$ cat config.mk
export PLATFORM = sky130hd
export DESIGN_NAME = see_cmd
export DESIGN_NICKNAME = d
export VERILOG_FILES = /design/src/hdl/see_pkg.sv /design/src/hdl/see_cmd.sv
export VERILOG_INCLUDE_DIRS = /design/src /design/src/hdl
export SDC_FILE = /design/constraint.sdc
export NUM_CORES = 1
export LEC_CHECK = 0
export BUFFER_PORTS_ARGS = -buffer_cell sky130_fd_sc_hd__buf_2
export CORE_MARGIN = 5
export CORE_UTILIZATION = 45
export DETAILED_ROUTE_END_ITERATION = 12
export PLACE_DENSITY_LB_ADDON = 0.08
export SYNTH_ARGS = -nofsm -noshare
export SYNTH_HDL_FRONTEND = slang
export SYNTH_SLANG_ARGS = --single-unit
$ cat constraint.sdc
create_clock -name clk -period 4.82 [get_ports clk]
set_input_delay 0.241 -clock clk [delete_from_list [all_inputs] [get_ports clk]]
set_output_delay 0.241 -clock clk [all_outputs]
set_load 0.02 [all_outputs]
$ cat src/hdl/assert_macros.svh
// Shared concurrent assertion helpers; the using module provides clk and arst_n.
`ifndef ASSERT_MACROS_SVH
`define ASSERT_MACROS_SVH

// Same-cycle implication.
`define SEE_ASSERT_NOW(lbl, ante, cons) \
	lbl: assert property (@(posedge clk) disable iff (!arst_n) (ante) |-> (cons)) \
		else $error("same-cycle check failed");

// Next-cycle implication.
`define SEE_ASSERT_NEXT(lbl, ante, cons) \
	lbl: assert property (@(posedge clk) disable iff (!arst_n) (ante) |=> (cons)) \
		else $error("next-cycle check failed");

`endif

$ cat src/hdl/see_pkg.sv
`default_nettype none

package see_pkg;

	localparam int ADDR_WIDTH = 17;
	localparam int MEM_DEPTH  = 2 ** ADDR_WIDTH;

	typedef logic [ADDR_WIDTH-1:0] addr_t;
	typedef logic [7:0]            byte_t;

	// Command opcodes
	localparam byte_t OP_WRSR     = 8'h01;
	localparam byte_t OP_WRITE    = 8'h02;
	localparam byte_t OP_READ     = 8'h03;
	localparam byte_t OP_WRDI     = 8'h04;
	localparam byte_t OP_RDSR     = 8'h05;
	localparam byte_t OP_WREN     = 8'h06;
	localparam byte_t OP_WRITE_HI = 8'h0A;
	localparam byte_t OP_READ_HI  = 8'h0B;

	localparam byte_t REPLY_REFUSE = 8'hFF;
	localparam byte_t STATUS_BASE  = 8'hF0;

	// Configuration register indexes (word address bit 2)
	localparam logic REG_ADDR_BYTES = 1'b0;
	localparam logic REG_SIZE_LOG2  = 1'b1;

	localparam logic [1:0] ADDR_BYTES_RESET = 2'd2;
	localparam logic [4:0] SIZE_LOG2_RESET  = 5'd16;

	typedef struct packed {
		logic  rd;
		logic  wr;
		addr_t addr;
		byte_t wdata;
	} mem_req_t;

endpackage

`default_nettype wire

$ cat src/hdl/see_cmd.sv
`default_nettype none
`include "assert_macros.svh"

module see_cmd (
	input  wire                clk,
	input  wire                arst_n,
	input  wire                accept,
	input  wire  [7:0]         data_in,
	input  wire                hold_select,
	input  wire  [1:0]         address_bytes,
	input  wire  [4:0]         size_log2,
	output see_pkg::mem_req_t  req,
	output see_pkg::byte_t     reply,
	output logic               from_mem
);

	see_pkg::byte_t opcode_q;
	logic [2:0]     cnt_q;
	see_pkg::addr_t addr_q;
	logic           wel_q;
	logic [1:0]     prot_q;
	logic           held_q;

	see_pkg::byte_t op;
	logic [2:0]     cnt;
	logic [2:0]     cnt_n;
	see_pkg::addr_t addr;
	see_pkg::addr_t addr_n;
	see_pkg::addr_t umask;
	see_pkg::addr_t masked;
	see_pkg::addr_t shifted;
	logic           wel_n;
	logic [1:0]     prot_n;
	logic           do_rw;
	logic           rw_write;
	logic           addr_phase;

	always_comb begin
		for (int i = 0; i < see_pkg::ADDR_WIDTH; i++) begin
			umask[i] = (i < int'(size_log2));
		end
	end

	always_comb begin
		// A byte after deselect opens a new command
		op       = held_q ? opcode_q : data_in;
		cnt      = held_q ? cnt_q : 3'd0;
		addr     = held_q ? addr_q : '0;
		wel_n    = wel_q;
		prot_n   = prot_q;
		reply    = '0;
		from_mem = 1'b0;
		do_rw    = 1'b0;
		req      = '0;

		unique case (op) inside
			see_pkg::OP_WREN: begin
				if (hold_select) begin
					reply = see_pkg::REPLY_REFUSE;
				end else begin
					wel_n = 1'b1;
				end
			end
			see_pkg::OP_WRDI: begin
				if (hold_select) begin
					reply = see_pkg::REPLY_REFUSE;
				end else begin
					wel_n = 1'b0;
				end
			end
			see_pkg::OP_RDSR: begin
				reply = see_pkg::STATUS_BASE | {4'b0000, prot_q, wel_q, 1'b0};
			end
			see_pkg::OP_WRSR: begin
				prot_n = data_in[3:2];
			end
			see_pkg::OP_READ_HI, see_pkg::OP_WRITE_HI: begin
				if (address_bytes != 2'd1) begin
					reply = see_pkg::REPLY_REFUSE;
				end else begin
					// Opcode byte carries address bit 8
					if (cnt == 3'd0) begin
						addr = see_pkg::addr_t'(1);
					end
					do_rw = 1'b1;
				end
			end
			see_pkg::OP_READ, see_pkg::OP_WRITE: begin
				do_rw = 1'b1;
			end
			default: begin
				reply = see_pkg::REPLY_REFUSE;
			end
		endcase

		addr_n     = addr;
		rw_write   = (op == see_pkg::OP_WRITE) || (op == see_pkg::OP_WRITE_HI);
		addr_phase = cnt < ({1'b0, address_bytes} + 3'd1);
		shifted    = {addr[see_pkg::ADDR_WIDTH-9:0], data_in};
		masked     = addr & umask;

		if (do_rw) begin
			if (rw_write && !wel_q) begin
				reply = see_pkg::REPLY_REFUSE;
			end else if (addr_phase) begin
				if (cnt != 3'd0) begin
					addr_n = shifted;
				end
			end else begin
				req.addr = masked;
				addr_n   = see_pkg::addr_t'(masked + 1'b1);
				if (rw_write) begin
					req.wr    = accept;
					req.wdata = data_in;
					if (!hold_select) begin
						wel_n = 1'b0;
					end
				end else begin
					req.rd   = accept;
					from_mem = 1'b1;
				end
			end
		end

		cnt_n = (cnt == 3'd7) ? cnt : 3'(cnt + 3'd1);
	end

	always_ff @(posedge clk or negedge arst_n) begin
		if (!arst_n) begin
			opcode_q <= '0;
			cnt_q    <= '0;
			addr_q   <= '0;
			wel_q    <= 1'b0;
			prot_q   <= '0;
			held_q   <= 1'b0;
		end else if (accept) begin
			opcode_q <= op;
			cnt_q    <= cnt_n;
			addr_q   <= addr_n;
			wel_q    <= wel_n;
			prot_q   <= prot_n;
			held_q   <= hold_select;
		end
	end

	`SEE_ASSERT_NEXT(a_wel_drop, (req.wr && !hold_select), (!wel_q))

endmodule

`default_nettype wire

==> metrics.yaml <==
cts-root-buf: "clkbuf_8"
ant_nets: 0
synth_top_area_frac: 0.287
post-route-period-util: 0.831
end_kind: "output pin"
synthCells: 347
dpl.hpwl_um: 6340
grt_max_degree: 33
drt-total-wl_um: 8490
track_usage: 0.227
tritoncts: "yes"
setup_viol: 0
n_antenna_cell: 0
start_util: 0.466
drc: 0
syn_to_final_growth_pct: 14.7
power_density_nw_per_um2: 237
firstDrtPassIters: 4
post_cts_resized: 0
htreeDepth: 2
overflow: 0
ys_top_cells_by_area: "dfrtp_1 29%, nor2_1 5.5%, o21ai_0 4.5%, nand2_1 3.9%, mux2_2 3.6%"
final_util: 0.534
ys_ff_latch: 32
top_usage_layer: "met2"
use_met2: 0.375
worstSetupPathType: "reg2out"
drive_gt1_frac: 0.220
required_ps: 4580
synth_top_area_cell: "dfrtp_1"
fin_crit_ps: 4000
path_clk_slew_ps: 80
relSlewSlack: 0.361
dieHeight_um: 88.7
vias: 2779
critPathMaxFanout: 24
ys_warn_count: 0
netlist-cell-type-count: 62
cts_setup_buffers: 0
status: "finished, final reports clean"
regArea_um2: 801
tightest_slew_ps: 949
arrival_ps: 3760
grt_pass1_vias: 2764
avgSynthCellArea_um2: 8.04
numPortBuffers: 54
cts_max_path_buffers: 2
synth-async-reset-ratio: 1.00
use_met1: 0.301
fmax_mhz: 250
fin_nets: 420
die_area_um2: 7870
netlist_area_um2: 2790
drv_cap: 0
core_area_um2: 5990
hold_viol_final: 0
grt_pass1_wl_um: 13900
ys.flop_type: "dfrtp_1"
num_io_pins: 55
clk_latency_ps: 300
clock_skew_ps: 10.7
slew_violations: 0
die_x_um: 88.7
grt_use_met3: 0.0307
fillers: 626
hold_class: "in2async"
synth_edf_count: 0
multi_input_area_um2: 1860
vias_per_cell: 5.91
drtIter0Drc: 202
seq_area_frac_synth: 0.287
cts_buffers: 5
route.detailed.wl_per_inst_um: 18.1
syn_nets: 373
cts_sinks: 32
rows: 28
ctsHoldBuffers: 0
rsz0062_at_grt: "false"
antenna_found_initial: 0
p_leak_nw: 1.37
tns_ps: 0
place_congestion: 0.927
startpoint_type: "register"
ir_worst_vdd_v: 0.000170
where the power goes:
group	switching, W	total (W)	internal [W]
clock network	0.000112	0.000266	0.000153
logic	0.000107	0.000172	0.0000648
registers	0.0000285	0.000320	0.000292
sequential cells by signal, indices dropped and copies added, names as in the netlist:
register  cells
held_q        1
cnt_q         3
prot_q        2
addr_q       17
wel_q         1
opcode_q      8
placed cells by master, fill, tap and decap left out, drive strengths merged, types with 3 or more instances in the layout:
cell | Yosys | final
buf | 7 | 57
nor2 | 41 | 41
dfrtp | 32 | 32
nand2 | 29 | 29
o21ai | 26 | 26
a21oi | 19 | 19
and2 | 15 | 15
nand3 | 14 | 14
nor3 | 13 | 13
inv | 11 | 11
mux2 | 9 | 9
a21o | 8 | 8
xnor2 | 8 | 8
nor4 | 8 | 8
and3 | 7 | 7
ha | 7 | 7
mux2i | 6 | 6
a221o | 6 | 6
clkbuf | 10 | 6
nor2b | 5 | 5
or2 | 4 | 4
nand4 | 4 | 4
o31ai | 4 | 4
or4 | 4 | 4
nand2b | 3 | 3
a22oi | 3 | 3
o311ai | 3 | 3
o211ai | 3 | 3
xor2 | 3 | 3
a31oi | 3 | 3
a22o | 3 | 3
per-stage QoR:
stage | std cells | cell area (µm²) | hold WS [ps] | power (W) | setup WS, ps
2_1_floorplan | 347 | 2790 | -54.6 | 0.000436 | 1180
3_3_place_gp | 462 | 3090 | 368 | 0.000491 | 1070
3_5_place_dp | 462 | 3090 | 376 | 0.000494 | 888
4_1_cts | 470 | 3200 | 54.5 | 0.000758 | 809
5_1_grt | 470 | 3200 | 95.4 | 0.000798 | 461
6_report | 470 | 3200 | 16.8 | 0.000757 | 817
cell usage after synthesis (all sizes together) (4+ instances only):
library cell	count
a21o	8
a21oi	19
a221o	6
and2	15
and3	7
buf	7
clkbuf	10
dfrtp	32
ha	7
inv	11
mux2	9
mux2i	6
nand2	29
nand3	14
nand4	4
nor2	41
nor2b	5
nor3	13
nor4	8
o21ai	26
o31ai	4
or2	4
or4	4
xnor2	8
kinds of logic after synthesis:
kind of cell	count (synthesis)	synth area share
AOI/OAI and AO/OA	101	0.254
xor gates and xnor gates	11	0.0345
adders and majority gates	7	0.0314
buffers and inverters	29	0.0466
DFF	32	0.287
muxes	15	0.0578
and+or+nand+nor	152	0.288
cell type report:
class                      count  area share
clock buffer                   6      0.0227
tap                           75      0.0293
timing repair buffer          57      0.0915
clock inverter                 2      0.0110
multi-input combinational    286       0.581
inverter                      12      0.0141
sequential                    32       0.250
routing by layer:
metal / up-vias / wire length (µm) / part of all wire
met4: 0 / 198 / 0.023
li1: 1373 / - / -
met1: 1313 / 3890 / 0.46
met2: 77 / 3980 / 0.47
met5: - / 0 / 0
met3: 16 / 419 / 0.049
worst paths after layout:
check	startpoint	cells after the start	end	slack (ps)
min	arst_n	1	addr_q[10]	20
min reg2reg	opcode_q[7]	1	opcode_q[7]	500
min in group clk	hold_select	3	held_q	210
max reg2reg	held_q	15	addr_q[16]	820
max	held_q	9	req[22]	820
max in group asynchronous	arst_n	1	opcode_q[7]	4290
worst max-delay path, stage by stage (launching register included):
cell and delay (ps):
dfrtp_1 830, clkinv_1 490, nor2_1 280, ha_1 160, o21ai_0 100, o21ba_2 280, nor4_4 450, nand2_1 460
nor2_1 230, buf_2 180
Note: power is estimated with default switching activity, not from simulation.
